### src/sv/tlqe_pkg.sv
// Shared widths, sideband type and saturation helper for the thick line quad expander.
`timescale 1ns / 1ps
package tlqe_pkg;
    localparam int CW        = 24;
    localparam int DW        = CW + 1;
    localparam int MW        = CW;
    localparam int LWW       = 16;
    localparam logic [LWW-1:0] LW_RESET = 16'd1280;
    localparam int KW        = LWW + 6;
    localparam int NUMW      = MW + KW;
    localparam int SQRW      = 64;
    localparam int ROOTW     = SQRW / 2;
    localparam int SQ_STAGES = ROOTW;
    localparam int DIVNW     = NUMW + 1;
    localparam int QW        = LWW + 1;
    localparam int CMPW      = DIVNW + 2;
    localparam int OFFW      = QW + 1;
    localparam int SUMW      = CW + 2;
    localparam int LAT       = SQ_STAGES + 1 + QW;

    typedef struct packed {
        logic signed [CW-1:0] sx;
        logic signed [CW-1:0] sy;
        logic signed [CW-1:0] ex;
        logic signed [CW-1:0] ey;
        logic                 negx;
        logic                 negy;
        logic                 degen;
    } side_t;

    function automatic logic signed [CW-1:0] sat(input logic signed [SUMW-1:0] v);
        logic signed [SUMW-1:0] hi;
        logic signed [SUMW-1:0] lo;
        hi = SUMW'((SUMW'(1) << (CW - 1)) - SUMW'(1));
        lo = -hi - SUMW'(1);
        if (v > hi)
        begin
            return hi[CW-1:0];
        end
        else if (v < lo)
        begin
            return lo[CW-1:0];
        end
        return v[CW-1:0];
    endfunction
endpackage

### src/sv/tlqe_div.sv
// Pipelined restoring divider, one quotient bit per stage.
`timescale 1ns / 1ps
module tlqe_div (
    input  logic                        clk,
    input  logic                        en,
    input  logic [tlqe_pkg::DIVNW-1:0]  num,
    input  logic [tlqe_pkg::ROOTW-1:0]  den,
    output logic [tlqe_pkg::QW-1:0]     quo
);
    logic [tlqe_pkg::DIVNW-1:0] rem_reg [0:tlqe_pkg::QW-1];
    logic [tlqe_pkg::ROOTW-1:0] den_reg [0:tlqe_pkg::QW-1];
    logic [tlqe_pkg::QW-1:0]    q_reg   [0:tlqe_pkg::QW-1];

    for (genvar g = 0; g < tlqe_pkg::QW; g++)
    begin : g_stage
        localparam int SH = tlqe_pkg::QW - 1 - g;
        logic [tlqe_pkg::DIVNW-1:0] r_cur;
        logic [tlqe_pkg::ROOTW-1:0] d_cur;
        logic [tlqe_pkg::QW-1:0]    q_cur;
        logic [tlqe_pkg::CMPW-1:0]  d_sh;
        if (g == 0)
        begin : g_first
            assign r_cur = num;
            assign d_cur = den;
            assign q_cur = '0;
        end
        else
        begin : g_rest
            assign r_cur = rem_reg[g-1];
            assign d_cur = den_reg[g-1];
            assign q_cur = q_reg[g-1];
        end
        assign d_sh = tlqe_pkg::CMPW'(d_cur) << SH;
        always_ff @(posedge clk)
        begin
            if (en)
            begin
                den_reg[g] <= d_cur;
                if (tlqe_pkg::CMPW'(r_cur) >= d_sh)
                begin
                    rem_reg[g] <= tlqe_pkg::DIVNW'(tlqe_pkg::CMPW'(r_cur) - d_sh);
                    q_reg[g]   <= q_cur | (tlqe_pkg::QW'(1) << SH);
                end
                else
                begin
                    rem_reg[g] <= r_cur;
                    q_reg[g]   <= q_cur;
                end
            end
        end
    end

    assign quo = q_reg[tlqe_pkg::QW-1];
endmodule

### config.mk
export PLATFORM = sky130hd
export DESIGN_NAME = tlqe_div
export DESIGN_NICKNAME = d
export VERILOG_FILES = /design/src/sv/tlqe_pkg.sv /design/src/sv/tlqe_div.sv
export SDC_FILE = /design/constraint.sdc
export NUM_CORES = 2
export LEC_CHECK = 0
export BUFFER_PORTS_ARGS = -buffer_cell sky130_fd_sc_hd__buf_2
export CAP_MARGIN = 25
export CORE_MARGIN = 2
export CORE_UTILIZATION = 30
export DETAILED_ROUTE_END_ITERATION = 10
export SLEW_MARGIN = 20
export SYNTH_ARGS = -nofsm -noshare
export SYNTH_HDL_FRONTEND = slang
export SYNTH_SLANG_ARGS = --single-unit
### constraint.sdc
create_clock -name clk -period 4.12 [get_ports clk]
set_input_delay 0.618 -clock clk [delete_from_list [all_inputs] [get_ports clk]]
set_output_delay 0.618 -clock clk [all_outputs]
set_load 0.005 [all_outputs]
==> results.json <==
{
  "status": "finished with violations",
  "violations": "DRC",
  "io_pins": 98,
  "htreeDepth": 4,
  "antenna_found_initial": 2,
  "drive_above_1_share_pct": 9.15,
  "clk_pin_slew_ns": 0.06,
  "yosysTopAreaCellShare_pct": 53.3,
  "wire_per_inst_um": 16.4,
  "post-route-period-util_pct": 96.1,
  "cp.arrival_ns": 4.47,
  "track_usage_pct": 13.4,
  "dp_hpwl_um": 143000,
  "critPathMaxStageDelay_ns": 0.39,
  "synth_nets": 7932,
  "cts_root_buf": "clkbuf_16",
  "drtPass1Iterations": 9,
  "syn_avg_cell_area_um2": 11.0,
  "seq_area_um2": 42600,
  "max_freq_mhz": 253,
  "nets": 8264,
  "p_int_mw": 39.4,
  "clock-sinks": 1417,
  "cp.required_ns": 4.63,
  "largest_reg_flops": 752,
  "cts_buffers": 155,
  "synth-edff-count": 1417,
  "synth.most_common_cell": "edfxtp_1",
  "power_mw": 61.8,
  "cap_viol_max_count": 0,
  "overflow": 0,
  "start_util_pct": 30.1,
  "grt_pass1_vias": 55500,
  "place.gp.congestion": 0.936,
  "min_from": "num[0]",
  "n_fill_cell": 26000,
  "worst-path-buf-inv": 3,
  "worstReg2RegEnd": "rem_reg[1][23]",
  "grt_max_degree": 180,
  "power.combinational.fraction_pct": 41.7,
  "hold_violations": 0,
  "synth.distinct_cells": 101,
  "synth_top_cell_by_area": "edfxtp_1",
  "seq_power_share_pct": 37.0,
  "areaGrowthSynthToFinish_pct": 14.5,
  "drc": 8,
  "p_per_area_nw_per_um2": 676,
  "power.leakage_nw": 36.1,
  "crit_fanout": 7,
  "die_area_um2": 270000,
  "critical_path_depth": 15,
  "crit_type": "reg -> reg",
  "fp.dieH_um": 520,
  "cts_tree": "done",
  "clkLatencyLatePin_ns": 0.79,
  "reg2reg_depth": 15,
  "crit_path_end_kind": "flop",
  "tightest_slew_ns": 0.958,
  "yosysWarnings": 0,
  "synth_area_leaders": "edfxtp_1, ha_1, a21oi_1, inv_1, o21ai_0",
  "clockBufferDepth": 3,
  "finalSetupViolations": 0,
  "r2r-start": "rem_reg[0][15]",
  "period_minus_slack_ns": 3.96,
  "swShare_pct": 36.2,
  "die_w_um": 520,
  "placed_area_um2": 86100,
  "syn_area_um2": 79900,
  "fin_util_pct": 34.5,
  "num_rows": 189,
  "multi_input_area_um2": 34100,
  "crit_path_start_kind": "flop",
  "drtIter0Drc": 3627,
  "pwr-share-clk_pct": 21.3,
  "ir_worst_vdd_v": 0.000524,
  "fin_area_um2": 91500,
  "slowest_stage": "edfxtp_1",
  "crit_end": "rem_reg[1][23]",
  "r2r_slack_ns": 0.16,
  "crit_path_start": "rem_reg[0][15]",
  "power_switching_mw": 22.4,
  "synth_cells": 7292,
  "core_area_um2": 265000,
  "drv_slew": 0,
  "min-delay-path-class": "in -> reg",
  "synth_common_cells": "edfxtp_1, inv_1, a21oi_1",
  "ant_nets": 0,
  "num_vias": 54700,
  "port_buffers": 97,
  "cp_top_family": "compound AO/OA/AOI/OAI gates",
  "ys_seq_area_share_pct": 53.3,
  "synthArstFlopShare_pct": 0,
  "slew_headroom_pct": 36.1,
  "synth_flop_cell": "edfxtp_1",
  "clock_skew_ns": 0.0283,
  "cp_cell_sequence": "inv_1 > ha_1 > inv_1 > fa_2 > a211oi_2 > o211ai_1 > a31oi_2 > o31ai_4 > a31oi_2 > o221ai_2 > a41o_1 > a221o_1 > a41oi_4 > buf_12 > mux2_1",
  "synth-seq-cells": 1417,
  "wl_um": 185000,
  "avgViaCountPerCell": 4.85,
  "grt_pass1_wl_um": 293000
}
kinds of logic (layout without fill, tap and decap cells):
kind of cell | Yosys count | count (layout) | synth area share [%]
XOR/XNOR | 524 | 524 | 5.75
other | 0 | 1 | 0
flip-flops | 1417 | 1417 | 53.3
AO/OA/AOI/OAI | 1965 | 1965 | 15.4
multiplexers | 84 | 84 | 1.21
buffers and inverters | 886 | 1339 | 4.31
adder cells (fa/ha/maj) | 559 | 559 | 8.91
AND/OR/NAND/NOR | 1857 | 1857 | 11.2
metrics by stage:
| stage | setup TNS [ns] | setup slack [ns] | hold slack (ns) | cells |
|---|---|---|---|---|
| global route | -0.0121 | -0.00689 | 0.0189 | 11300 |
| CTS | 0 | 0.00635 | 0.00588 | 11300 |
| global placement | -3.18 | -0.170 | 0.403 | 11000 |
| finish | 0 | 0.160 | 0.0649 | 11300 |
| floorplan | 0 | 0.252 | 0.400 | 7292 |
| detailed placement | -3.17 | -0.160 | 0.405 | 11000 |
cells in the final DEF, fill, tap and decap left out, types with 209 or more instances in the layout:
master    count
inv_1       684
xor2_1      249
o21ai_0     507
buf_4       209
nand2_1     588
ha_1        543
edfxtp_1   1417
a21o_1      299
a21oi_1     609
xnor2_1     275
nor2_1      466
worst min path at each step:
stage,endpoint,slack (ns),depth (start not counted)
final,rem_reg[0][0],0.06,1
after global routing,rem_reg[0][0],0.02,1
after CTS,den_reg[0][1],0.006,1
after detailed placement,q_reg[10][7],0.40,0
after global placement,q_reg[16][1],0.40,0
after floorplan,q_reg[10][10],0.40,0
worst register-to-register path, delay by kind of cell (launching register included):
kind / cells / cell delay, ns
flops: 1 / 0.39
compound gates: 9 / 2.14
buf+inv: 3 / 0.33
mux: 1 / 0.33
fa+ha+maj: 2 / 0.50
power groups by stage:
stage,registers (mW),logic (mW),clock network (mW)
after floorplan,22.2,19.2,0
after global placement,23.1,24.9,0
after detailed placement,23.1,25.3,0
after CTS,22.8,25.5,13.6
after global routing,23.2,28.7,14.2
final,22.9,25.8,13.2
per-layer routing:
metal / up-vias / track usage (%) / routed length (um)
met2: 1215 / 24.7 / 94100
li1: 27400 / - / -
met1: 25600 / 14.5 / 73500
met5: - / 0 / 0
met4: 0 / 7.92 / 11800
met3: 500 / 1.93 / 5910
layout make-up:
| class | instances | area share, % |
|---|---|---|
| antenna | 1 | 0.00274 |
| multi-input combinational | 4989 | 37.3 |
| tap | 3533 | 4.83 |
| clock buffer | 192 | 4.39 |
| inverter | 685 | 2.81 |
| timing repair buffer | 376 | 3.31 |
| sequential | 1417 | 46.5 |
| clock inverter | 86 | 0.858 |
repair_timing:
item / CTS / global route
cloned: 0 / 1
setup endpoints to repair: 25 / 76
resized for setup: 1 / 23
pin swaps: 1 / 11
buffers inserted: 0 / 4
hold buffers: 44 / 0
endpoints found under the hold margin: 44 / 0
No activity file was read; power rests on OpenSTA's default activity.
