==> src/sv/tlqe_pkg.sv <==
// Shared widths, sideband type and saturation helper for the thick line quad expander.
`timescale 1ns / 1ps
package tlqe_pkg;
    localparam int CW        = 24;
    localparam int DW        = CW + 1;
    localparam int MW        = CW;
    localparam int LWW       = 16;
    localparam logic [LWW-1:0] LW_RESET = 16'd1280;
    localparam int KW        = LWW + 6;
    localparam int NUMW      = MW + KW;
    localparam int SQRW      = 64;
    localparam int ROOTW     = SQRW / 2;
    localparam int SQ_STAGES = ROOTW;
    localparam int DIVNW     = NUMW + 1;
    localparam int QW        = LWW + 1;
    localparam int CMPW      = DIVNW + 2;
    localparam int OFFW      = QW + 1;
    localparam int SUMW      = CW + 2;
    localparam int LAT       = SQ_STAGES + 1 + QW;

    typedef struct packed {
        logic signed [CW-1:0] sx;
        logic signed [CW-1:0] sy;
        logic signed [CW-1:0] ex;
        logic signed [CW-1:0] ey;
        logic                 negx;
        logic                 negy;
        logic                 degen;
    } side_t;

    function automatic logic signed [CW-1:0] sat(input logic signed [SUMW-1:0] v);
        logic signed [SUMW-1:0] hi;
        logic signed [SUMW-1:0] lo;
        hi = SUMW'((SUMW'(1) << (CW - 1)) - SUMW'(1));
        lo = -hi - SUMW'(1);
        if (v > hi)
        begin
            return hi[CW-1:0];
        end
        else if (v < lo)
        begin
            return lo[CW-1:0];
        end
        return v[CW-1:0];
    endfunction
endpackage

==> src/sv/tlqe_front.sv <==
// Front end: differences, magnitudes, squares, numerators, scaled square sum.
`timescale 1ns / 1ps
module tlqe_front (
    input  logic                          clk,
    input  logic                          rst_n,
    input  logic                          en,
    input  logic                          in_valid,
    input  logic signed [tlqe_pkg::CW-1:0] start_x,
    input  logic signed [tlqe_pkg::CW-1:0] start_y,
    input  logic signed [tlqe_pkg::CW-1:0] end_x,
    input  logic signed [tlqe_pkg::CW-1:0] end_y,
    input  logic [tlqe_pkg::LWW-1:0]       line_width,
    output logic                          out_valid,
    output tlqe_pkg::side_t               side,
    output logic [tlqe_pkg::SQRW-1:0]     sq_in,
    output logic [tlqe_pkg::NUMW-1:0]     num_x,
    output logic [tlqe_pkg::NUMW-1:0]     num_y
);
    logic signed [tlqe_pkg::DW-1:0] dx;
    logic signed [tlqe_pkg::DW-1:0] dy;
    logic signed [tlqe_pkg::DW-1:0] dxa;
    logic signed [tlqe_pkg::DW-1:0] dya;
    logic [tlqe_pkg::KW-1:0]        k;

    logic                     va_reg, vb_reg, vc_reg;
    tlqe_pkg::side_t          sa_reg, sb_reg, sc_reg;
    tlqe_pkg::side_t          sa_next;
    logic [tlqe_pkg::MW-1:0]  ax_reg, ay_reg;
    logic [2*tlqe_pkg::MW-1:0] sqx_reg, sqy_reg;
    logic [tlqe_pkg::NUMW-1:0] nxb_reg, nyb_reg, nxc_reg, nyc_reg;
    logic [tlqe_pkg::SQRW-1:0] sq_reg;

    always_comb
    begin
        dx  = tlqe_pkg::DW'(end_x) - tlqe_pkg::DW'(start_x);
        dy  = tlqe_pkg::DW'(end_y) - tlqe_pkg::DW'(start_y);
        dxa = dx[tlqe_pkg::DW-1] ? -dx : dx;
        dya = dy[tlqe_pkg::DW-1] ? -dy : dy;
        k   = {line_width, 6'b0};
        sa_next.sx    = start_x;
        sa_next.sy    = start_y;
        sa_next.ex    = end_x;
        sa_next.ey    = end_y;
        sa_next.negx  = ~dy[tlqe_pkg::DW-1];
        sa_next.negy  = dx[tlqe_pkg::DW-1];
        sa_next.degen = (dx == '0) && (dy == '0);
    end

    always_ff @(posedge clk or negedge rst_n)
    begin
        if (!rst_n)
        begin
            va_reg <= 1'b0;
            vb_reg <= 1'b0;
            vc_reg <= 1'b0;
        end
        else if (en)
        begin
            va_reg <= in_valid;
            vb_reg <= va_reg;
            vc_reg <= vb_reg;
        end
    end

    always_ff @(posedge clk)
    begin
        if (en)
        begin
            sa_reg  <= sa_next;
            ax_reg  <= dxa[tlqe_pkg::MW-1:0];
            ay_reg  <= dya[tlqe_pkg::MW-1:0];
            sb_reg  <= sa_reg;
            sqx_reg <= ax_reg * ax_reg;
            sqy_reg <= ay_reg * ay_reg;
            nxb_reg <= tlqe_pkg::NUMW'(ay_reg) * tlqe_pkg::NUMW'(k);
            nyb_reg <= tlqe_pkg::NUMW'(ax_reg) * tlqe_pkg::NUMW'(k);
            sc_reg  <= sb_reg;
            sq_reg  <= (tlqe_pkg::SQRW'(sqx_reg) + tlqe_pkg::SQRW'(sqy_reg)) << 14;
            nxc_reg <= nxb_reg;
            nyc_reg <= nyb_reg;
        end
    end

    assign out_valid = vc_reg;
    assign side      = sc_reg;
    assign sq_in     = sq_reg;
    assign num_x     = nxc_reg;
    assign num_y     = nyc_reg;
endmodule

==> config.mk <==
export PLATFORM = sky130hd
export DESIGN_NAME = tlqe_front
export DESIGN_NICKNAME = d
export VERILOG_FILES = /design/src/sv/tlqe_pkg.sv /design/src/sv/tlqe_front.sv
export SDC_FILE = /design/constraint.sdc
export NUM_CORES = 2
export LEC_CHECK = 0
export ABC_AREA = 1
export BUFFER_PORTS_ARGS = -buffer_cell sky130_fd_sc_hd__buf_2
export CORE_MARGIN = 2
export CORE_UTILIZATION = 55
export CTS_CLUSTER_SIZE = 20
export DETAILED_ROUTE_END_ITERATION = 7
export PLACE_DENSITY = 0.72
export SLEW_MARGIN = 20
export SYNTH_ARGS = -nofsm -noshare
export SYNTH_HDL_FRONTEND = slang
export SYNTH_SLANG_ARGS = --single-unit
==> constraint.sdc <==
create_clock -name clk -period 12 [get_ports clk]
set_input_delay 3.6 -clock clk [delete_from_list [all_inputs] [get_ports clk]]
set_output_delay 3.6 -clock clk [all_outputs]
set_load 0.01 [all_outputs]
==> flow_metrics.env <==
export IMPL_run_status="complete, no violations"
export IMPL_end_kind="flop"
export IMPL_synthArstFlopShare=0.00461
export IMPL_synth_seq_area_share=0.224
export IMPL_dieArea_um2=162000
export IMPL_cts_buffer_depth=3
export IMPL_rr_worst_depth=22
export IMPL_yosys_most_used_dff="edfxtp_1"
export IMPL_syn_to_final_growth_pct=7.33
export IMPL_drc=0
export IMPL_synth_warnings=0
export IMPL_drive_gt1_frac=0.0650
export IMPL_worstPathCellList="buf_2 > nand2_1 > fa_1 > inv_1 > fa_1 > inv_1 > fa_1 > inv_1 > fa_1 > inv_1 > fa_1 > fa_1 > inv_1 > ha_1 > nand2_1 > nor2_1 > inv_1 > nor3_1 > o21ai_0 > o2111ai_1 > xor2_1"
export IMPL_cts_resized=0
export IMPL_maxCapViolCount=0
export IMPL_min_period_ps=9510
export IMPL_drtIter0Drc=4657
export IMPL_initial_core_util=0.553
export IMPL_ys_top_cells_by_area="fa_1 (33%), edfxtp_1 (22%), inv_1 (12%)"
export IMPL_clk_pin_slew_ps=60
export IMPL_synthMostInstantiatedCell="inv_1"
export IMPL_grt_most_used_layer="met2"
export IMPL_place_congestion=0.955
export IMPL_num_vias=64294
export IMPL_antenna_found_initial=19
export IMPL_drtPass1Iterations=6
export IMPL_critPathCapture="nyb_reg[42]"
export IMPL_via_per_inst=5.27
export IMPL_grt_use_met2=0.483
export IMPL_ant_nets=0
export IMPL_cts_buffers_inserted=76
export IMPL_slowest_stage="buf_2"
export IMPL_cp_required_ps=12400
export IMPL_worstSetupStartpointType="input pin"
export IMPL_crit_cells=21
export IMPL_tns_ps=0
export IMPL_rows=146
export IMPL_yosys_area_top_type="fa_1"
export IMPL_hp_class="flop to flop"
export IMPL_crit_family="adder cells"
export IMPL_hold_buffers=0
export IMPL_portBuffers=344
export IMPL_synth_top_cells_by_count="inv_1 (2776), nand2_1 (2245), fa_1 (1459), ha_1 (675), edfxtp_1 (648)"
export IMPL_insertion_delay_ps=700
export IMPL_cts_htree_levels=3
export IMPL_fmax_mhz=105
export IMPL_grt_overflow=0
export IMPL_hpwl_mm=182
export IMPL_cp_startpoint="line_width[5]"
export IMPL_io_pins=372
export IMPL_core_area_um2=158000
export IMPL_reg2reg_slack_ps=4190
export IMPL_postCtsSetupRepairBufs=0
export IMPL_r2r_end="sqy_reg[40]"
export IMPL_syn_area_per_cell_um2=8.85
export IMPL_path_buf_inv=7
export IMPL_synth_area_um2=87200
export IMPL_rsz0062_at_grt="false"
export IMPL_met3_usage=0.0587
export IMPL_r2r_start="ay_reg[18]"
export IMPL_netlist_area_leader_share=0.335
export IMPL_cp_arrival_ps=9920
export IMPL_die_w_um=402
export IMPL_synth_seq_cells=651
export IMPL_wl_per_cell_um=18.7
export IMPL_cts_sinks=651
export IMPL_grt_max_degree=185
export IMPL_root_buffer="clkbuf_16"
export IMPL_drv_slew=0
export IMPL_synthCells=9854
export IMPL_grt_first_pass_wirelength_mm=369
export IMPL_hold_violations=0
export IMPL_grt_pass1_vias=69145
export IMPL_grt_met1_usage=0.379
export IMPL_skew_ps=30.6
export IMPL_die_h_um=402
export IMPL_setup_viol=0
export IMPL_critPathMaxStageDelay_ps=880
export IMPL_cp_max_fo=48
export IMPL_ys_types=57
export IMPL_period_share=0.793
export IMPL_tightest_slew_ps=1220
export IMPL_grtUsageTotal=0.291
export IMPL_slew_headroom=0.186
export IMPL_layout_nets=12314
export IMPL_critPathKind="input pin to flop"
export IMPL_synth_edf_count=648
export IMPL_tritoncts="yes"
export IMPL_totalWireLength_mm=229
==> cell type report <==
cell class | count | area [µm²]
Clock inverter | 55 | 669
Antenna cell | 12 | 30.0
Clock buffer | 84 | 1970
Fill cell | 13806 | 64200
Tap cell | 2072 | 2590
Timing Repair Buffer | 415 | 2320
Multi-Input combinational cell | 6123 | 56000
Sequential cell | 651 | 19500
Inverter | 2797 | 10500
==> worst reg2reg max path: cells and delay by family, from the launching register on <==
kind / cells / cell delay, ps
compound gates: 4 / 1310
fa+ha+maj: 8 / 4070
buf+inv: 6 / 850
flops: 1 / 920
simple gates: 4 / 420
==> layer usage <==
| metal | wire length [µm] | part of all wire |
|---|---|---|
| met2 | 109000 | 0.48 |
| met5 | 64 | 0.00028 |
| met1 | 91100 | 0.40 |
| met4 | 9190 | 0.040 |
| met3 | 19600 | 0.086 |
==> stage by stage <==
step           hold WS [ps]   util  area (µm²)  cells  worst slack, ps
2_1_floorplan           400      -       87300   9880             2840
3_3_place_gp            400  0.576       90900  12057             1920
3_5_place_dp            405  0.576       90900  12058             1850
4_1_cts                 402  0.593       93600  12197             2650
5_1_grt                 417  0.593       93600  12200             2260
6_report                404  0.593       93600  12209             2490
==> layout by cell type, fill, tap and decap left out, drive strengths merged, types with 31 or more instances in the layout <==
cell | netlist | layout
nand4 | 44 | 44
o21ai | 172 | 172
nor2 | 440 | 440
ha | 675 | 675
clkbuf | 218 | 84
fa | 1459 | 1459
xnor2 | 84 | 84
a31oi | 48 | 48
buf | 91 | 415
edfxtp | 648 | 648
a21oi | 308 | 308
xor2 | 164 | 164
nor3 | 31 | 31
nand2 | 2286 | 2286
nand3 | 229 | 229
inv | 2796 | 2805
==> cell families after synthesis <==
family	share of synthesized area
buffers and inverters	0.135
and+or+nand+nor	0.143
adders and majority gates	0.432
DFF	0.224
AOI/OAI and AO/OA	0.0411
xor gates and xnor gates	0.0251
other	0.0000430
muxes	0.000129
==> how the worst min path moves through the flow <==
stage                 end        start  slack [ps]  cells after the start
2_1_floorplan   num_x[10]  nxb_reg[10]         400                      0
3_3_place_gp   sb_reg[27]   sa_reg[27]         400                      0
3_5_place_dp    num_x[38]  nxb_reg[38]         400                      0
4_1_cts        sb_reg[76]   sa_reg[76]         400                      0
5_1_grt          side[80]   sb_reg[80]         420                      0
6_report       sb_reg[76]   sa_reg[76]         400                      0
Power is left out: the tool's default activity adds up to more than one toggle a clock period on the data nets, which glitch-free logic cannot reach.
