[src/sv/tlqe_pkg.sv]
// Shared widths, sideband type and saturation helper for the thick line quad expander.
`timescale 1ns / 1ps
package tlqe_pkg;
    localparam int CW        = 24;
    localparam int DW        = CW + 1;
    localparam int MW        = CW;
    localparam int LWW       = 16;
    localparam logic [LWW-1:0] LW_RESET = 16'd1280;
    localparam int KW        = LWW + 6;
    localparam int NUMW      = MW + KW;
    localparam int SQRW      = 64;
    localparam int ROOTW     = SQRW / 2;
    localparam int SQ_STAGES = ROOTW;
    localparam int DIVNW     = NUMW + 1;
    localparam int QW        = LWW + 1;
    localparam int CMPW      = DIVNW + 2;
    localparam int OFFW      = QW + 1;
    localparam int SUMW      = CW + 2;
    localparam int LAT       = SQ_STAGES + 1 + QW;

    typedef struct packed {
        logic signed [CW-1:0] sx;
        logic signed [CW-1:0] sy;
        logic signed [CW-1:0] ex;
        logic signed [CW-1:0] ey;
        logic                 negx;
        logic                 negy;
        logic                 degen;
    } side_t;

    function automatic logic signed [CW-1:0] sat(input logic signed [SUMW-1:0] v);
        logic signed [SUMW-1:0] hi;
        logic signed [SUMW-1:0] lo;
        hi = SUMW'((SUMW'(1) << (CW - 1)) - SUMW'(1));
        lo = -hi - SUMW'(1);
        if (v > hi)
        begin
            return hi[CW-1:0];
        end
        else if (v < lo)
        begin
            return lo[CW-1:0];
        end
        return v[CW-1:0];
    endfunction
endpackage

[src/sv/tlqe_sqrt.sv]
// Pipelined integer square root, one result bit per stage.
`timescale 1ns / 1ps
module tlqe_sqrt (
    input  logic                           clk,
    input  logic                           en,
    input  logic [tlqe_pkg::SQRW-1:0]      n_in,
    output logic [tlqe_pkg::ROOTW-1:0]     root
);
    logic [tlqe_pkg::SQRW-1:0] n_reg   [0:tlqe_pkg::SQ_STAGES-1];
    logic [tlqe_pkg::SQRW-1:0] res_reg [0:tlqe_pkg::SQ_STAGES-1];

    for (genvar g = 0; g < tlqe_pkg::SQ_STAGES; g++)
    begin : g_stage
        localparam logic [tlqe_pkg::SQRW-1:0] BITC =
            tlqe_pkg::SQRW'(1) << (tlqe_pkg::SQRW - 2 - 2 * g);
        logic [tlqe_pkg::SQRW-1:0] n_cur;
        logic [tlqe_pkg::SQRW-1:0] r_cur;
        logic [tlqe_pkg::SQRW-1:0] trial;
        if (g == 0)
        begin : g_first
            assign n_cur = n_in;
            assign r_cur = '0;
        end
        else
        begin : g_rest
            assign n_cur = n_reg[g-1];
            assign r_cur = res_reg[g-1];
        end
        assign trial = r_cur + BITC;
        always_ff @(posedge clk)
        begin
            if (en)
            begin
                if (n_cur >= trial)
                begin
                    n_reg[g]   <= n_cur - trial;
                    res_reg[g] <= (r_cur >> 1) + BITC;
                end
                else
                begin
                    n_reg[g]   <= n_cur;
                    res_reg[g] <= r_cur >> 1;
                end
            end
        end
    end

    assign root = res_reg[tlqe_pkg::SQ_STAGES-1][tlqe_pkg::ROOTW-1:0];
endmodule

[config.mk]
export PLATFORM = sky130hd
export DESIGN_NAME = tlqe_sqrt
export DESIGN_NICKNAME = d
export VERILOG_FILES = /design/src/sv/tlqe_pkg.sv /design/src/sv/tlqe_sqrt.sv
export SDC_FILE = /design/constraint.sdc
export NUM_CORES = 2
export LEC_CHECK = 0
export BUFFER_PORTS_ARGS = -buffer_cell sky130_fd_sc_hd__buf_2
export CAP_MARGIN = 10
export CELL_PAD_IN_SITES_DETAIL_PLACEMENT = 0
export CELL_PAD_IN_SITES_GLOBAL_PLACEMENT = 1
export CORE_UTILIZATION = 39
export CTS_BUF_LIST = sky130_fd_sc_hd__clkbuf_16
export DETAILED_ROUTE_END_ITERATION = 10
export PLACE_DENSITY_LB_ADDON = 0.1
export SLEW_MARGIN = 15
export SYNTH_ARGS = -nofsm -noshare
export SYNTH_HDL_FRONTEND = slang
export SYNTH_SLANG_ARGS = --single-unit
[constraint.sdc]
create_clock -name clk -period 6.8 [get_ports clk]
set_input_delay 1.36 -clock clk [delete_from_list [all_inputs] [get_ports clk]]
set_output_delay 1.36 -clock clk [all_outputs]
set_load 0.03 [all_outputs]
==> impl_metrics.xml <==
<?xml version="1.0" encoding="UTF-8"?>
<metrics>
  <group name="synth">
    <metric name="syn_area_per_cell" unit="um2">12.26</metric>
    <metric name="synth.yosys.warnings" unit="">0</metric>
    <metric name="yosys.cell_types.count" unit="">86</metric>
    <metric name="synth_enable_flop_cells" unit="">2512</metric>
    <metric name="asyncSetResetFlopFracSynth" unit="%">0</metric>
    <metric name="synth_seq_area_share" unit="%">61.76</metric>
    <metric name="cells_after_synthesis" unit="">9960</metric>
    <metric name="nets_in_the_synthesized_netlist" unit="">10580</metric>
    <metric name="syn_area" unit="um2">122100</metric>
    <metric name="postSynth.topFlopCell" unit="">sky130_fd_sc_hd__edfxtp_1</metric>
    <metric name="number_of_synthesized_register_bits" unit="">2512</metric>
  </group>
  <group name="clocking">
    <metric name="clkTransAtPathRegs" unit="ns">0.06</metric>
    <metric name="cts_resized" unit="">0</metric>
    <metric name="clock_latency" unit="ns">0.94</metric>
    <metric name="ctsHtreeMaxLevel" unit="">5</metric>
    <metric name="ctsLongestPathBuffers" unit="">4</metric>
    <metric name="tritoncts_num_sinks" unit="">2512</metric>
    <metric name="clk_root_buffer_cell" unit="">sky130_fd_sc_hd__clkbuf_16</metric>
    <metric name="clock_tree_from_tritoncts" unit="">done</metric>
    <metric name="cts_post_setup_buffers_inserted" unit="">0</metric>
    <metric name="number_of_buffers_added_by_the_clock_tree_synthesis_step" unit="">292</metric>
    <metric name="cts_hold_repair.buffers" unit="">0</metric>
  </group>
  <group name="die">
    <metric name="design.die.area" unit="um2">315400</metric>
    <metric name="die-height" unit="um">561.6</metric>
    <metric name="io_pins" unit="">98</metric>
    <metric name="initial_core_util" unit="%">39.19</metric>
    <metric name="floorplan.die.width" unit="um">561.6</metric>
    <metric name="core-area" unit="um2">311600</metric>
    <metric name="core.rowCount" unit="">205</metric>
  </group>
  <group name="routing">
    <metric name="vias" unit="">80040</metric>
    <metric name="drtPass1Iterations" unit="">6</metric>
    <metric name="routed_via_density" unit="">5.492</metric>
    <metric name="post-route-drc-count" unit="">0</metric>
    <metric name="detail_route.iter0.violations" unit="">7269</metric>
    <metric name="route.final.wire_length" unit="um">349600</metric>
    <metric name="antenna_violating_nets_post_route" unit="">0</metric>
    <metric name="drt_wl_cell" unit="um">23.99</metric>
  </group>
  <group name="power_and_ir_drop">
    <metric name="powerDensity" unit="nW/um2">343.0</metric>
    <metric name="static-leakage-power" unit="nW">50.52</metric>
    <metric name="power.ir.vdd_worst" unit="V">0.0002048</metric>
    <metric name="p_total" unit="mW">47.12</metric>
  </group>
  <group name="global_route">
    <metric name="grt_pass1_wl" unit="um">514300</metric>
    <metric name="grt_max_degree" unit="">182</metric>
    <metric name="first_global_vias" unit="">76760</metric>
    <metric name="grt_usage" unit="%">21.72</metric>
    <metric name="grt.overflow.total" unit="">0</metric>
    <metric name="antenna_violations_before_repair" unit="">14</metric>
  </group>
  <group name="finish">
    <metric name="post-route-util" unit="%">44.08</metric>
    <metric name="post-route-cell-area" unit="um2">137400</metric>
    <metric name="final-seq-area" unit="um2">75430</metric>
    <metric name="syn_to_final_growth" unit="%">12.46</metric>
    <metric name="fillerInstances" unit="">28710</metric>
    <metric name="layout_common_cells" unit="">sky130_fd_sc_hd__edfxtp_1, sky130_fd_sc_hd__nand2_1, sky130_fd_sc_hd__inv_1, sky130_fd_sc_hd__o21ai_0, sky130_fd_sc_hd__ha_1</metric>
    <metric name="layout_cells_sized_above_1" unit="%">7.162</metric>
    <metric name="layout_commonest_cell" unit="">sky130_fd_sc_hd__edfxtp_1</metric>
    <metric name="largest_reg_flops" unit="">1984</metric>
    <metric name="multi_input_area" unit="um2">43380</metric>
    <metric name="design.final.nets" unit="">10820</metric>
  </group>
  <group name="min_path">
    <metric name="hold_path_startpoint" unit="">n_reg[0][588]$_DFFE_PP_</metric>
    <metric name="holdCritPathClass" unit="">flop to flop</metric>
    <metric name="hold_path_end" unit="">n_reg[0][652]$_DFFE_PP_</metric>
    <metric name="timing.hold.worst_path_depth" unit="">0</metric>
  </group>
  <group name="critical_path">
    <metric name="rr_endpoint" unit="">n_reg[1][951]$_DFFE_PP_</metric>
    <metric name="crit_fanout" unit="">20</metric>
    <metric name="setup.worst_path.start_class" unit="">flop</metric>
    <metric name="ff2ff_path_depth" unit="">9</metric>
    <metric name="cp-end-kind" unit="">flop</metric>
    <metric name="reg2reg_setup_slack" unit="ns">2.10</metric>
    <metric name="data_required_critical_path" unit="ns">7.42</metric>
    <metric name="setup.worst_path.class" unit="">flop to flop</metric>
    <metric name="worstReg2RegStart" unit="">n_reg[1][871]$_DFFE_PP_</metric>
    <metric name="crit_arrival" unit="ns">5.31</metric>
  </group>
  <group name="placed_design">
    <metric name="dpl-instance-area" unit="um2">127800</metric>
    <metric name="number_of_buffers_added_on_ports" unit="">97</metric>
    <metric name="gp_congestion" unit="">0.8799</metric>
    <metric name="dpl.hpwl" unit="um">268500</metric>
    <metric name="dpl_worst_slack" unit="ns">1.921</metric>
  </group>
  <group name="sta">
    <metric name="finalSetupViolations" unit="">0</metric>
    <metric name="setup_ws" unit="ns">2.101</metric>
    <metric name="fmax" unit="MHz">212.8</metric>
    <metric name="finalClockSkew" unit="ns">0.09347</metric>
    <metric name="finalHoldViolations" unit="">0</metric>
    <metric name="final_period_utilization" unit="%">69.10</metric>
    <metric name="final-max-slew-violation-count" unit="">0</metric>
    <metric name="max_slew_margin" unit="%">18.21</metric>
    <metric name="final.setup.tns" unit="ns">0</metric>
    <metric name="layout_min_cycle_time" unit="ns">4.699</metric>
    <metric name="rsz0062_at_grt" unit="">no</metric>
    <metric name="worstMarginPinSlew" unit="ns">1.217</metric>
  </group>
  <group name="job">
    <metric name="max_cap_violations" unit="">0</metric>
  </group>
  <group name="status">
    <metric name="outcome" unit="">finished, final reports clean</metric>
  </group>
</metrics>
-- cell type report --
| class | count | area share (%) |
|---|---|---|
| well taps | 4140 | 3.771 |
| inverters | 679 | 1.855 |
| diodes | 4 | 0.007287 |
| clock buffers | 294 | 5.356 |
| flip-flops and latches | 2512 | 54.92 |
| clock inverters | 233 | 1.618 |
| multi-input cells | 6534 | 31.58 |
| repair buffers | 178 | 0.8963 |
-- worst max-delay path by stage --
| stage | from | to | slack [ns] |
|---|---|---|---|
| floorplan | en | n_reg[1][640]$_DFFE_PP_ | 1.65 |
| global placement | en | n_reg[0][881]$_DFFE_PP_ | 1.98 |
| detailed placement | en | n_reg[0][871]$_DFFE_PP_ | 1.92 |
| CTS | n_reg[1][871]$_DFFE_PP_ | n_reg[1][951]$_DFFE_PP_ | 2.11 |
| global route | res_reg[1][781]$_DFFE_PP_ | n_reg[1][879]$_DFFE_PP_ | 1.84 |
| finish | n_reg[1][871]$_DFFE_PP_ | n_reg[1][951]$_DFFE_PP_ | 2.10 |
-- power breakdown --
group | internal (mW) | switching, mW
clock network | 9.06 | 6.57
logic | 3.73 | 6.01
registers | 19.7 | 2.08
total | 32.5 | 14.7
-- worst max-delay path, cell delays in order (launching register included) --
cell and delay (ns):
sky130_fd_sc_hd__edfxtp_1 0.51, sky130_fd_sc_hd__nor4_1 0.69, sky130_fd_sc_hd__and4b_1 0.41, sky130_fd_sc_hd__nor4b_1 0.69, sky130_fd_sc_hd__and2_1 0.28, sky130_fd_sc_hd__a221oi_4 0.20
sky130_fd_sc_hd__a2111oi_2 1.02, sky130_fd_sc_hd__nand2_1 0.16, sky130_fd_sc_hd__nor4_1 0.37, sky130_fd_sc_hd__xor2_1 0.11
-- layer usage --
metal / routed length, um / track usage [%] / part of all wire, % / up-vias
li1: - / - / - / 37880
met1: 174100 / 33.53 / 50 / 39620
met2: 149600 / 32.41 / 43 / 2128
met3: 18380 / 2.536 / 5.3 / 404
met4: 7543 / 5.045 / 2.2 / 2
met5: 13 / 0 / 0.0037 / -
-- stage by stage --
stage                     instances  hold slack [ns]
after detailed placement      14040           0.4286
after global routing          14570           0.4145
final                         14570           0.4130
after global placement        14040           0.4270
after floorplan                9960           0.4166
after CTS                     14570           0.4090
-- synthesized netlist by cell type, types with 22 or more instances --
master,instances,area (um2)
sky130_fd_sc_hd__o21ai_0,601,3008
sky130_fd_sc_hd__nor2_1,553,2076
sky130_fd_sc_hd__clkbuf_1,198,743.2
sky130_fd_sc_hd__a31oi_1,56,350.3
sky130_fd_sc_hd__nand2b_1,117,732.0
sky130_fd_sc_hd__nand4_1,195,1220
sky130_fd_sc_hd__edfxtp_1,2512,75430
sky130_fd_sc_hd__ha_1,558,6982
sky130_fd_sc_hd__a21oi_1,509,2547
sky130_fd_sc_hd__a211oi_1,54,405.4
sky130_fd_sc_hd__or3_1,102,638.1
sky130_fd_sc_hd__and2_1,38,237.7
sky130_fd_sc_hd__nand2_1,809,3037
sky130_fd_sc_hd__inv_1,679,2549
sky130_fd_sc_hd__a21o_1,212,1592
sky130_fd_sc_hd__o21bai_1,45,337.8
sky130_fd_sc_hd__nand4b_1,30,262.8
sky130_fd_sc_hd__mux2_2,43,484.2
sky130_fd_sc_hd__and4_1,23,201.4
sky130_fd_sc_hd__nor3_1,293,1466
sky130_fd_sc_hd__nor4b_1,52,455.4
sky130_fd_sc_hd__nor4_1,388,2427
sky130_fd_sc_hd__xor2_1,457,4003
sky130_fd_sc_hd__nor2b_1,70,437.9
sky130_fd_sc_hd__or2_2,53,331.6
sky130_fd_sc_hd__nand3_1,180,900.9
sky130_fd_sc_hd__and3_1,50,312.8
sky130_fd_sc_hd__o21a_1,90,675.7
sky130_fd_sc_hd__o211ai_1,47,352.8
sky130_fd_sc_hd__a2111oi_0,22,192.7
sky130_fd_sc_hd__nand3b_1,40,300.3
sky130_fd_sc_hd__xnor2_1,436,3819
sky130_fd_sc_hd__or4_1,99,743.2
sky130_fd_sc_hd__nor3b_1,24,180.2
sky130_fd_sc_hd__o31ai_1,38,285.3
-- cell families (layout without fill, tap and decap cells) --
family / count (synthesis) / count (layout) / share of synthesized area, %
other cells: 0 / 4 / 0
buf+inv: 914 / 1384 / 2.840
flops: 2512 / 2512 / 61.76
mux: 53 / 53 / 0.4784
fa+ha+maj: 558 / 558 / 5.716
xor+xnor: 893 / 893 / 6.403
simple gates: 3163 / 3163 / 13.44
compound gates: 1867 / 1867 / 9.368
Power figures use the tool's default switching activity.
